File: src/hdl/strip_fan_triangle_assembler_assert.svh
// Assertion macros shared by the triangle assembler modules.
`ifndef STRIP_FAN_TRIANGLE_ASSEMBLER_ASSERT_SVH
`define STRIP_FAN_TRIANGLE_ASSEMBLER_ASSERT_SVH

// Consequent holds in the same cycle as the antecedent.
`define SFTA_ASSERT_NOW(lbl, ante, cons, msg) \
  lbl: assert property (@(posedge clk) disable iff (rst) (ante) |-> (cons)) \
    else $error(msg);

// Consequent holds in the cycle after the antecedent.
`define SFTA_ASSERT_NEXT(lbl, ante, cons, msg) \
  lbl: assert property (@(posedge clk) disable iff (rst) (ante) |=> (cons)) \
    else $error(msg);

`endif

File: src/hdl/sfta_pkg.sv
package sfta_pkg;

  localparam int unsigned BUFFER_WORDS_DEF = 32'd1048576;

  localparam logic [1:0] KIND_TRI   = 2'd0;
  localparam logic [1:0] KIND_END   = 2'd1;
  localparam logic [1:0] KIND_TRUNC = 2'd2;

  localparam logic [1:0] CORNER_FIRST = 2'd0;
  localparam logic [1:0] CORNER_LAST  = 2'd2;

  localparam logic [2:0] PH_CMD = 3'd0;
  localparam logic [2:0] PH_VI  = 3'd1;
  localparam logic [2:0] PH_NI  = 3'd2;
  localparam logic [2:0] PH_S   = 3'd3;
  localparam logic [2:0] PH_T   = 3'd4;

  localparam logic [15:0] FIRST_TRI_POS = 16'd2;

  typedef struct packed {
    logic signed [15:0] vi;
    logic signed [15:0] ni;
    logic signed [15:0] s;
    logic signed [15:0] t;
  } vertex_t;

  typedef struct packed {
    logic [1:0] kind;
    vertex_t    a;
    vertex_t    b;
    vertex_t    c;
  } group_t;

endpackage

File: src/hdl/sfta_cmd_if.sv
interface sfta_cmd_if;
  logic               valid;
  logic               ready;
  logic signed [15:0] word;
  logic [19:0]        words_left;
  logic               list_start;

  modport source (output valid, word, words_left, list_start, input ready);
  modport sink (input valid, word, words_left, list_start, output ready);
endinterface

File: src/hdl/sfta_prim_if.sv
interface sfta_prim_if;
  logic               valid;
  logic               ready;
  logic [1:0]         kind;
  logic signed [15:0] vert_index;
  logic signed [15:0] norm_index;
  logic signed [15:0] tex_s;
  logic signed [15:0] tex_t;
  logic [1:0]         corner;
  logic               last;

  modport source (output valid, kind, vert_index, norm_index, tex_s, tex_t, corner, last,
                  input ready);
  modport sink (input valid, kind, vert_index, norm_index, tex_s, tex_t, corner, last,
                output ready);
endinterface

File: src/hdl/sfta_asm.sv
`include "strip_fan_triangle_assembler_assert.svh"

module sfta_asm #(
  parameter int unsigned BUFFER_WORDS = sfta_pkg::BUFFER_WORDS_DEF
) (
  input  logic             clk,
  input  logic             rst,
  sfta_cmd_if.sink         cmd,
  output logic             grp_push,
  output sfta_pkg::group_t grp,
  input  logic             grp_ready
);

  logic               hold_valid;
  logic [15:0]        hold_word;
  logic [19:0]        hold_left;
  logic               hold_start;

  logic [2:0]         phase;
  logic               stopped;
  logic               fan_mode;
  logic [15:0]        verts_total;
  logic [15:0]        vert_position;
  sfta_pkg::vertex_t  first_vertex;
  sfta_pkg::vertex_t  older_vertex;
  sfta_pkg::vertex_t  newer_vertex;
  logic signed [15:0] bld_vi;
  logic signed [15:0] bld_ni;
  logic signed [15:0] bld_s;

  logic               run;
  logic [2:0]         phase_eff;
  logic               is_end;
  logic               is_fan;
  logic [15:0]        count;
  logic [17:0]        need;
  logic               trunc;
  logic               emit_tri;
  logic               produces;
  logic               advance;
  logic [16:0]        pos_inc;
  sfta_pkg::vertex_t  cur;

  always_comb begin
    run       = hold_start || !stopped;
    phase_eff = hold_start ? sfta_pkg::PH_CMD : phase;
    is_end    = (hold_word == 16'd0);
    is_fan    = hold_word[15];
    count     = is_fan ? (~hold_word + 16'd1) : hold_word;
    need      = {count, 2'b00};
    trunc     = (20'(need) > hold_left) || (32'(need) > 32'(BUFFER_WORDS));
    emit_tri  = (phase_eff == sfta_pkg::PH_T) && (vert_position >= sfta_pkg::FIRST_TRI_POS);
    produces  = run && (((phase_eff == sfta_pkg::PH_CMD) && (is_end || trunc)) || emit_tri);
    advance   = hold_valid && (!produces || grp_ready);
    pos_inc   = {1'b0, vert_position} + 17'd1;
    cur       = '{vi: bld_vi, ni: bld_ni, s: bld_s, t: $signed(hold_word)};
  end

  assign cmd.ready = !hold_valid || advance;
  assign grp_push  = advance && produces;

  always_comb begin
    grp = '0;
    if (phase_eff == sfta_pkg::PH_CMD) begin
      grp.kind = is_end ? sfta_pkg::KIND_END : sfta_pkg::KIND_TRUNC;
    end else begin
      grp.kind = sfta_pkg::KIND_TRI;
      grp.c    = cur;
      if (fan_mode) begin
        grp.a = first_vertex;
        grp.b = newer_vertex;
      end else if (!vert_position[0]) begin
        grp.a = older_vertex;
        grp.b = newer_vertex;
      end else begin
        grp.a = newer_vertex;
        grp.b = older_vertex;
      end
    end
  end

  always_ff @(posedge clk) begin
    if (rst) begin
      hold_valid <= 1'b0;
    end else if (cmd.valid && cmd.ready) begin
      hold_valid <= 1'b1;
    end else if (advance) begin
      hold_valid <= 1'b0;
    end
  end

  always_ff @(posedge clk) begin
    if (cmd.valid && cmd.ready) begin
      hold_word  <= $unsigned(cmd.word);
      hold_left  <= cmd.words_left;
      hold_start <= cmd.list_start;
    end
  end

  always_ff @(posedge clk) begin
    if (rst) begin
      phase         <= sfta_pkg::PH_CMD;
      stopped       <= 1'b1;
      fan_mode      <= 1'b0;
      verts_total   <= 16'd0;
      vert_position <= 16'd0;
    end else if (advance && run) begin
      case (phase_eff)
        sfta_pkg::PH_CMD: begin
          if (is_end || trunc) begin
            stopped <= 1'b1;
            phase   <= sfta_pkg::PH_CMD;
          end else begin
            stopped       <= 1'b0;
            fan_mode      <= is_fan;
            verts_total   <= count;
            vert_position <= 16'd0;
            phase         <= sfta_pkg::PH_VI;
          end
        end
        sfta_pkg::PH_VI: phase <= sfta_pkg::PH_NI;
        sfta_pkg::PH_NI: phase <= sfta_pkg::PH_S;
        sfta_pkg::PH_S:  phase <= sfta_pkg::PH_T;
        sfta_pkg::PH_T: begin
          vert_position <= pos_inc[15:0];
          phase <= (pos_inc >= {1'b0, verts_total}) ? sfta_pkg::PH_CMD : sfta_pkg::PH_VI;
        end
        default: phase <= sfta_pkg::PH_CMD;
      endcase
    end
  end

  always_ff @(posedge clk) begin
    if (advance && run) begin
      case (phase_eff)
        sfta_pkg::PH_VI: bld_vi <= $signed(hold_word);
        sfta_pkg::PH_NI: bld_ni <= $signed(hold_word);
        sfta_pkg::PH_S:  bld_s  <= $signed(hold_word);
        sfta_pkg::PH_T: begin
          if (vert_position == 16'd0) begin
            first_vertex <= cur;
          end
          older_vertex <= newer_vertex;
          newer_vertex <= cur;
        end
        default: ;
      endcase
    end
  end

  `SFTA_ASSERT_NOW(a_phase_range, 1'b1, phase <= sfta_pkg::PH_T, "phase out of range")
  `SFTA_ASSERT_NEXT(a_stall_holds, hold_valid && produces && !grp_ready, hold_valid,
                    "stalled item lost")
  `SFTA_ASSERT_NOW(a_pos_bound, !stopped && (phase != sfta_pkg::PH_CMD),
                   vert_position < verts_total, "vertex position beyond count")

endmodule

File: src/hdl/strip_fan_triangle_assembler.sv
// Triangle strip and fan assembler.
// cmd channel: one signed command-stream word per transaction, with the words
// left in the buffer after it and a list_start flag on the first word of a list.
// prim channel: one result per transaction: a triangle corner (kind 0, corner
// 0..2, last on corner 2), a list end (kind 1) or a truncated count (kind 2).
// Every fourth word of a vertex from the third vertex of a command on yields
// three transactions; end and truncation yield one.
// Throughput: one cmd transaction per cycle, limited only by the prim side
// draining each result group one transaction per cycle.
// An accepted word is decoded from the input register; its first result passes
// through the result group register before it can be taken on prim.
// A result-producing word waits in an input register while the result group
// register is busy, so cmd.ready stays high while the previous group drains
// unless another such word arrives; then cmd.ready drops until the group is gone.
// Reset: clears all control state; the block then ignores words until one with
// list_start is seen. A stalled prim side holds its current result unchanged.
`include "strip_fan_triangle_assembler_assert.svh"

module strip_fan_triangle_assembler #(
  parameter int unsigned BUFFER_WORDS = sfta_pkg::BUFFER_WORDS_DEF
) (
  input logic        clk,
  input logic        rst,
  sfta_cmd_if.sink   cmd,
  sfta_prim_if.source prim
);

  logic              grp_push;
  logic              grp_ready;
  sfta_pkg::group_t  grp_in;
  sfta_pkg::group_t  grp;
  logic              grp_valid;
  logic [1:0]        idx;
  logic [1:0]        last_idx;
  logic              at_last;
  sfta_pkg::vertex_t sel;

  sfta_asm #(
    .BUFFER_WORDS (BUFFER_WORDS)
  ) u_asm (
    .clk       (clk),
    .rst       (rst),
    .cmd       (cmd),
    .grp_push  (grp_push),
    .grp       (grp_in),
    .grp_ready (grp_ready)
  );

  always_comb begin
    last_idx  = (grp.kind == sfta_pkg::KIND_TRI) ? sfta_pkg::CORNER_LAST : sfta_pkg::CORNER_FIRST;
    at_last   = (idx == last_idx);
    grp_ready = !grp_valid || (prim.ready && at_last);
    case (idx)
      2'd0:    sel = grp.a;
      2'd1:    sel = grp.b;
      default: sel = grp.c;
    endcase
  end

  always_ff @(posedge clk) begin
    if (rst) begin
      grp_valid <= 1'b0;
      idx       <= sfta_pkg::CORNER_FIRST;
    end else if (grp_push) begin
      grp_valid <= 1'b1;
      idx       <= sfta_pkg::CORNER_FIRST;
    end else if (prim.valid && prim.ready) begin
      if (at_last) begin
        grp_valid <= 1'b0;
      end else begin
        idx <= idx + 2'd1;
      end
    end
  end

  always_ff @(posedge clk) begin
    if (grp_push) begin
      grp <= grp_in;
    end
  end

  assign prim.valid      = grp_valid;
  assign prim.kind       = grp.kind;
  assign prim.vert_index = sel.vi;
  assign prim.norm_index = sel.ni;
  assign prim.tex_s      = sel.s;
  assign prim.tex_t      = sel.t;
  assign prim.corner     = idx;
  assign prim.last       = at_last;

  `SFTA_ASSERT_NOW(a_no_overwrite, grp_push, grp_ready, "result group overwritten")
  `SFTA_ASSERT_NOW(a_corner_kind, grp_valid && (idx != sfta_pkg::CORNER_FIRST),
                   grp.kind == sfta_pkg::KIND_TRI, "extra corner on end or truncation")
  `SFTA_ASSERT_NEXT(a_drain_empty, prim.valid && prim.ready && at_last && !grp_push,
                    !prim.valid, "result repeated after last")

endmodule

File: src/flat_wrapper.sv
// flat-port wrapper written by rule: the top's interface ports become plain ports
module strip_fan_triangle_assembler_flat 
#(
  parameter int unsigned BUFFER_WORDS = sfta_pkg::BUFFER_WORDS_DEF
)
  (clk, rst, cmd_valid, cmd_word, cmd_words_left, cmd_list_start, cmd_ready, prim_valid, prim_kind, prim_vert_index, prim_norm_index, prim_tex_s, prim_tex_t, prim_corner, prim_last, prim_ready);
  sfta_cmd_if cmd_i ();
  sfta_prim_if prim_i ();
  input logic clk;
  input logic rst;
  input wire logic [$bits(cmd_i.valid)-1:0] cmd_valid;
  input wire logic [$bits(cmd_i.word)-1:0] cmd_word;
  input wire logic [$bits(cmd_i.words_left)-1:0] cmd_words_left;
  input wire logic [$bits(cmd_i.list_start)-1:0] cmd_list_start;
  output wire logic [$bits(cmd_i.ready)-1:0] cmd_ready;
  output wire logic [$bits(prim_i.valid)-1:0] prim_valid;
  output wire logic [$bits(prim_i.kind)-1:0] prim_kind;
  output wire logic [$bits(prim_i.vert_index)-1:0] prim_vert_index;
  output wire logic [$bits(prim_i.norm_index)-1:0] prim_norm_index;
  output wire logic [$bits(prim_i.tex_s)-1:0] prim_tex_s;
  output wire logic [$bits(prim_i.tex_t)-1:0] prim_tex_t;
  output wire logic [$bits(prim_i.corner)-1:0] prim_corner;
  output wire logic [$bits(prim_i.last)-1:0] prim_last;
  input wire logic [$bits(prim_i.ready)-1:0] prim_ready;
  assign cmd_i.valid = cmd_valid;
  assign cmd_i.word = cmd_word;
  assign cmd_i.words_left = cmd_words_left;
  assign cmd_i.list_start = cmd_list_start;
  assign cmd_ready = cmd_i.ready;
  assign prim_valid = prim_i.valid;
  assign prim_kind = prim_i.kind;
  assign prim_vert_index = prim_i.vert_index;
  assign prim_norm_index = prim_i.norm_index;
  assign prim_tex_s = prim_i.tex_s;
  assign prim_tex_t = prim_i.tex_t;
  assign prim_corner = prim_i.corner;
  assign prim_last = prim_i.last;
  assign prim_i.ready = prim_ready;
  strip_fan_triangle_assembler #(.BUFFER_WORDS(BUFFER_WORDS)) u_core (.clk(clk), .rst(rst), .cmd(cmd_i), .prim(prim_i));
endmodule
File: config.mk
export PLATFORM = sky130hd
export DESIGN_NAME = strip_fan_triangle_assembler_flat
export DESIGN_NICKNAME = d
export VERILOG_FILES = /design/src/hdl/sfta_pkg.sv /design/src/hdl/sfta_cmd_if.sv /design/src/hdl/sfta_prim_if.sv /design/src/hdl/sfta_asm.sv /design/src/hdl/strip_fan_triangle_assembler.sv /design/src/flat_wrapper.sv
export VERILOG_INCLUDE_DIRS = /design/src /design/src/hdl
export SDC_FILE = /design/constraint.sdc
export NUM_CORES = 1
export LEC_CHECK = 0
export ABC_AREA = 1
export BUFFER_PORTS_ARGS = -buffer_cell sky130_fd_sc_hd__buf_2
export CAP_MARGIN = 20
export CORE_UTILIZATION = 40
export CTS_CLUSTER_DIAMETER = 60
export DETAILED_ROUTE_END_ITERATION = 16
export HOLD_SLACK_MARGIN = 0.05
export MAX_ROUTING_LAYER = met4
export RECOVER_POWER = 50
export SYNTH_ARGS = -nofsm -noshare
export SYNTH_HDL_FRONTEND = slang
export SYNTH_HIERARCHICAL = 1
export SYNTH_SLANG_ARGS = --single-unit
File: constraint.sdc
create_clock -name clk -period 10.35 [get_ports clk]
set_input_delay 0 -clock clk [delete_from_list [all_inputs] [get_ports clk]]
set_output_delay 0 -clock clk [all_outputs]
set_load 0.03 [all_outputs]
After elaboration in Yosys (flattened, before gate mapping)
Index checks and enable logic that the tools add are counted.
{"block": "op_classes", "add_sub_neg": 3, "n_mul": 0, "div": 0, "n_lt_le_gt_ge": 3, "eq_ne": 7, "n_shift": 0, "mux": 18, "bitwise": 3, "n_reduce_logical": 39}
{"operator": "two-way mux 128 bit", "count": 2}
{"operator": "one-hot mux 64 bit (2 select lines)", "count": 1}
{"operator": "zero test 16 bit", "count": 2}
{"operator": "two-way mux 16 bit", "count": 2}
{"operator": "one-hot mux 16 bit (2 select lines)", "count": 1}
{"operator": "> comparator 18 x 20 -> 1 bit", "count": 1}
{"operator": "adder 16 x 1 -> 17 bit (second input constant)", "count": 1}
{"operator": ">= comparator 17 x 16 -> 1 bit", "count": 1}
{"operator": "adder 16 x 1 -> 16 bit (second input constant)", "count": 1}
{"operator": ">= comparator 16 x 2 -> 1 bit (second input constant)", "count": 1}
{"operator": "inverter 16 bit", "count": 1}
{"operator": "one-hot mux 3 bit (5 select lines)", "count": 1}
{"operator": "AND reduction 2 bit", "count": 7}
{"operator": "logical AND 1 bit", "count": 9}
{"operator": "AND reduction 3 bit", "count": 3}
{"operator": "two-way mux 1 bit", "count": 8}
{"operator": "nonzero test 2 bit", "count": 4}
{"operator": "equality test 3 x 2 -> 1 bit (second input constant)", "count": 2}
{"operator": "logical OR 1 bit", "count": 6}
{"operator": "zero test 1 bit", "count": 4}
{"operator": "zero test 2 bit", "count": 2}
{"operator": "two-way mux 2 bit", "count": 2}
{"operator": "equality test 3 x 1 -> 1 bit (second input constant)", "count": 1}
{"operator": "equality test 3 bit (second input constant)", "count": 1}
{"operator": "other kinds (8)", "count": 9}
{"block": "word_totals", "reg_bits": 512, "latchBits": 0, "ram_bits": 0, "rom_bits": 0, "in_bits": 41, "output_inout_bits": 71, "elab_cells": 112, "memories": 0}

Logic depth before layout (Yosys ltp)
{"block": "depth", "depth_word": 14, "depth_mapped": 26, "depth_no_buf": 25}

Hierarchy
Netlist, hierarchy kept.
{"mod": "sfta_asm", "n_inst": 1, "cells_per_inst": 1439, "area_per_inst_um2": 14846.7, "seq_area_each_um2": 9078.7}
{"mod": "strip_fan_triangle_assembler", "n_inst": 1, "cells_per_inst": 435, "area_per_inst_um2": 7244.4, "seq_area_each_um2": 5885.6}

Worst setup path before layout
No wires, ideal clock.
{"block": "synth_timing", "path_type": "flip-flop to flip-flop", "from": "reg u_core.u_asm.hold_word[0]", "to": "reg u_core/u_asm/newer_vertex[0] (netlist name) (enable)", "setup_ns": 0.617, "arrival_ns": 7.999, "required_time_ns": 9.733, "path_slack_ns": 1.734, "stages_incl_launch_ff": 20, "n_path_buf": 0, "period_less_slack_ns": 8.616, "path_cell_list": "edfxtp_1 -> nor3_1 -> nand3_1 -> nor3_1 -> a31oi_1 -> xor2_1 -> ha_1 -> nand2_1 -> inv_1 -> nand2_1 -> nand2_1 -> a21boi_0 -> nand3_1 -> nand2_1 -> nand2_2 -> nand2_4 -> nand2_4 -> a21oi_2 -> nand2_1 -> nor2_1"}
{"block": "synth_via", "elab_chain_len": 13, "elab_cells_between_ends": 14, "classes_between": "1 x add/sub; 1 x order compare; 1 x mux; 1 x bitwise; 10 x reduce/logical"}
{"element": "from (decl)", "line": "sfta_asm.sv:15", "text": "logic [15:0] hold_word;"}
{"element": "from (signal assigned)", "line": "sfta_asm.sv:94", "text": "hold_word <= $unsigned(cmd.word);"}
{"element": "inverter 16 bit", "line": "sfta_asm.sv:49", "text": "count = is_fan ? (~hold_word + 16'd1) : hold_word;"}
{"element": "adder 16 x 1 -> 16 bit", "line": "sfta_asm.sv:49"}
{"element": "two-way mux 16 bit", "line": "sfta_asm.sv:49"}
{"element": "net u_core.u_asm.count[13]", "line": "sfta_asm.sv:35", "text": "logic [15:0] count;"}
{"element": "> comparator 18 x 20 -> 1 bit", "line": "sfta_asm.sv:51", "text": "trunc = (20'(need) > hold_left) || (32'(need) > 32'(BUFFER_WORDS));"}
{"element": "logical OR 1 bit", "line": "sfta_asm.sv:53", "text": "produces = run && (((phase_eff == sfta_pkg::PH_CMD) && (is_end || trunc)) || emit_tri);"}
{"element": "logical AND 1 bit", "line": "sfta_asm.sv:53"}
{"element": "logical OR 1 bit", "line": "sfta_asm.sv:53"}
{"element": "logical AND 1 bit", "line": "sfta_asm.sv:53"}
{"element": "zero test 1 bit", "line": "sfta_asm.sv:54", "text": "advance = hold_valid && (!produces || grp_ready);"}
{"element": "logical OR 1 bit", "line": "sfta_asm.sv:54"}
{"element": "logical AND 1 bit", "line": "sfta_asm.sv:54"}
{"element": "logical AND 1 bit", "line": "sfta_asm.sv:134", "text": "if (advance && run) begin"}
{"element": "AND reduction 2 bit (no line)"}
{"element": "to (signal assigned)", "line": "sfta_asm.sv:144", "text": "newer_vertex <= cur;"}
{"element": "to (decl)", "line": "sfta_asm.sv:26", "text": "sfta_pkg::vertex_t newer_vertex;"}
The timed path passes the listed nets, and every way through them passes these cells.
A chain may end at the register's enable or synchronous reset.

Worst setup path in the final report
{"block": "layout_timing", "from": "reg u_core.u_asm.hold_start", "to": "reg u_core/grp[129] (netlist name), data pin"}
{"block": "layout_via", "elab_chain_len": 2}
{"element": "from (decl)", "line": "sfta_asm.sv:17", "text": "logic hold_start;"}
{"element": "from (signal assigned)", "line": "sfta_asm.sv:96", "text": "hold_start <= cmd.list_start;"}
{"element": "two-way mux 3 bit", "line": "sfta_asm.sv:46", "text": "phase_eff = hold_start ? sfta_pkg::PH_CMD : phase;"}
{"element": "zero test 3 bit", "line": "sfta_asm.sv:64", "text": "if (phase_eff == sfta_pkg::PH_CMD) begin"}
{"element": "to (signal assigned)", "line": "strip_fan_triangle_assembler.sv:78", "text": "grp <= grp_in;"}
{"element": "to (decl)", "line": "strip_fan_triangle_assembler.sv:31", "text": "sfta_pkg::group_t grp;"}
Every way passes these cells.

==> impl_metrics.ini <==
[outcome]
outcome = finished, violations left
violations = max-capacitance violations, max-slew violations

[timing]
clock.fmax_ghz = 0.133
setup_tns_ps = 0
finClkSkew_ps = 14.1
setup_ws_ps = 2860
max_slew_margin_pct = -106
final.min_clock_period_ps = 7490
setup_viol = 0
hold_viol_final = 0
maxSlewViolCount = 288
timing.hold.ws_ps = 116
worst_slew_pin_slew_ps = 3090
period_share_pct = 72.4
rsz0062_at_grt = no

[yosys]
avgSynthCellArea_um2 = 11.8
syn_nets = 1953
yosysWarnings = 6
ys_types = 41
async_flop_share_pct = 0
netlist_area_um2 = 22100
synth-edff-count = 471
synthCells = 1874
seq_area_frac_synth_pct = 67.7
synth_seq_cells = 512
synth_ff_type = edfxtp_1

[routing]
drt_iter0_markers = 948
viasPerCell = 5.13
first_pass_iters = 6
totalWireLength_um = 53600
postRouteAntennaNets = 0
drc = 0
wire_per_inst_um = 19.5
vias = 14064

[power_and_ir_drop]
power_density_nw_per_um2 = 175
power.total_mw = 4.43
leakage_nw = 9.88
peakVddDrop_uv = 131

[cells_and_area]
area_growth_pct = 14.4
num_antenna_cells = 0
multi_input_area_um2 = 5790
final_cell_area_um2 = 25300
instances_no_fill = 2744
fill_cells = 4841
fin_nets = 2084
layout.area.seq_um2 = 15000
drive_gt1_share_pct = 12.8
fin_util_pct = 46.6

[clock_network]
clockBufferDepth = 3
cts_buffers = 52
clk_latency_ps = 590
cts_tree = yes
cts.repair.resized = 0
clk_pin_slew_worst_paths_ps = 60
clock-root-buffer = clkbuf_16
h-tree-depth = 2
holdBufCountCts = 41
cts_setup_buffers = 0
cts.sinks = 512

[worst_hold_path]
hp-class = in -> reg

[critical_path]
cp-start-kind = register
crit_fanout = 68
critPathKind = reg -> reg
critPathRequiredTime_ps = 10670
arrival_ps = 7810
end_kind = register
worst-r2r-setup-slack_ps = 2860

[floorplan]
io_pins = 112
core_area_um2 = 54200
die-area_um2 = 56200
start_util_pct = 40.7
rows = 85
die_x_um = 237
die_h_um = 237

[global_routing]
grt_pass1_vias = 14089
grtUsageTotal_pct = 19.6
antenna_found_initial = 0
grt_overflow = 0
grt_max_degree = 144
grt_pass1_wl_um = 81700

[flow_run]
drv_cap = 7

[placed_design]
dp_slack_ps = 3980
dp.cells = 2605
dp_hpwl_um = 32200
numPortBuffers = 111
place_area_um2 = 23200
gp_congestion = 0.846
## worst paths after layout
| check | startpoint | to | cells past startpoint |
|---|---|---|---|
| worst max-delay path | u_core/u_asm/hold_start$_DFFE_PP_ | u_core/grp[129]$_DFFE_PP_ | 8 |
| worst min-delay path | cmd_words_left[4] | u_core/u_asm/hold_left[4]$_DFFE_PP_ | 2 |
| worst max register to register | u_core/u_asm/hold_start$_DFFE_PP_ | u_core/grp[129]$_DFFE_PP_ | 8 |
| worst min register to register | u_core/u_asm/newer_vertex[53]$_DFFE_PP_ | u_core/u_asm/older_vertex[53]$_DFFE_PP_ | 0 |
## state kept, by name, summed over array words and instances (netlist names)
signal,cells
u_core/u_asm/bld_s,16
u_core/u_asm/hold_start,1
u_core/prim.corner,2
u_core/u_asm/first_vertex,64
u_core/prim.valid,1
u_core/u_asm/bld_vi,16
u_core/u_asm/stopped,1
u_core/grp,192
u_core/u_asm/bld_ni,16
u_core/u_asm/hold_valid,1
u_core/u_asm/fan_mode,1
u_core/u_asm/hold_left,20
u_core/u_asm/phase,3
u_core/prim.kind,2
u_core/u_asm/vert_position,16
u_core/u_asm/hold_word,16
u_core/u_asm/older_vertex,64
u_core/u_asm/newer_vertex,64
u_core/u_asm/verts_total,16
## cell usage after synthesis, types with 24 or more instances
cell / n / area (um2)
o21ai_0: 81 / 405
ha_1: 38 / 475
clkbuf_1: 56 / 210
a31oi_1: 66 / 413
a21oi_1: 24 / 120
edfxtp_1: 471 / 14100
mux2_2: 64 / 721
inv_1: 224 / 841
nor2_1: 152 / 571
a22oi_1: 49 / 368
nand2_1: 430 / 1610
dfxtp_1: 41 / 821
## worst max-delay path, cell delays in order (launching register included)
cell,delay (ps)
edfxtp_1,450
nor2_1,100
nor2_1,200
clkinv_1,130
nor2_1,1430
clkinvlp_2,2760
clkbuf_1,1610
o21ai_0,430
a31oi_1,80
## kinds of logic (layout without fill, tap and decap cells)
kind of cell | Yosys count | after routing | share of synthesized area [%]
adder cells (fa/ha/maj) | 38 | 38 | 2.15
flip-flops | 512 | 512 | 67.7
buffers and inverters | 322 | 496 | 6.14
multiplexers | 64 | 64 | 3.26
AO/OA/AOI/OAI | 250 | 250 | 7.33
XOR/XNOR | 22 | 22 | 0.872
AND/OR/NAND/NOR | 666 | 666 | 12.5
## layout make-up
class | instances | share of cell area [%]
Tap cell | 696 | 3.44
Sequential cell | 512 | 59.2
Clock inverter | 38 | 1.67
Inverter | 230 | 3.46
Multi-Input combinational cell | 1040 | 22.9
Clock buffer | 59 | 5.34
Timing Repair Buffer | 169 | 4.00
## routing by layer
layer  track usage, %  vias to the layer above  part of all wire, %
li1                 -                     6685                    -
met1             25.7                     6898                   44
met2             31.5                      399                   48
met3             2.34                       82                  5.0
met4             6.89                        0                  2.7
met5                -                        -                    0
## power by group
part | switching (mW) | total, mW | internal (mW) | leakage [nW]
logic | 0.127 | 0.190 | 0.0630 | 4.26
clock network | 0.789 | 1.95 | 1.16 | 0.860
registers | 0.0213 | 2.29 | 2.27 | 4.76
## layout by cell type (no fill, tap or decap), types with 3 or more instances in the layout
master	synthesis	final
clkinvlp_4	0	3
mux2_2	64	64
nand2_2	15	15
nor2_4	4	3
clkinv_1	1	16
clkinv_2	0	8
xor2_1	22	22
a22oi_1	49	49
dfxtp_1	41	40
nor3_2	2	3
inv_2	5	5
nand3_1	19	19
clkbuf_1	56	79
o21ai_0	81	81
buf_4	5	12
nand2_4	2	3
a21oi_1	24	24
a22oi_2	15	15
clkbuf_16	0	53
edfxtp_1	471	471
buf_2	10	41
a31oi_1	66	66
nand2_1	430	429
nor2_1	152	154
dlygate4sd3_1	0	41
bufinv_16	0	9
a21oi_2	11	11
nor3_1	7	6
inv_1	224	220
nand4_1	23	23
ha_1	38	37
No activity file was read; power rests on OpenSTA's default activity.
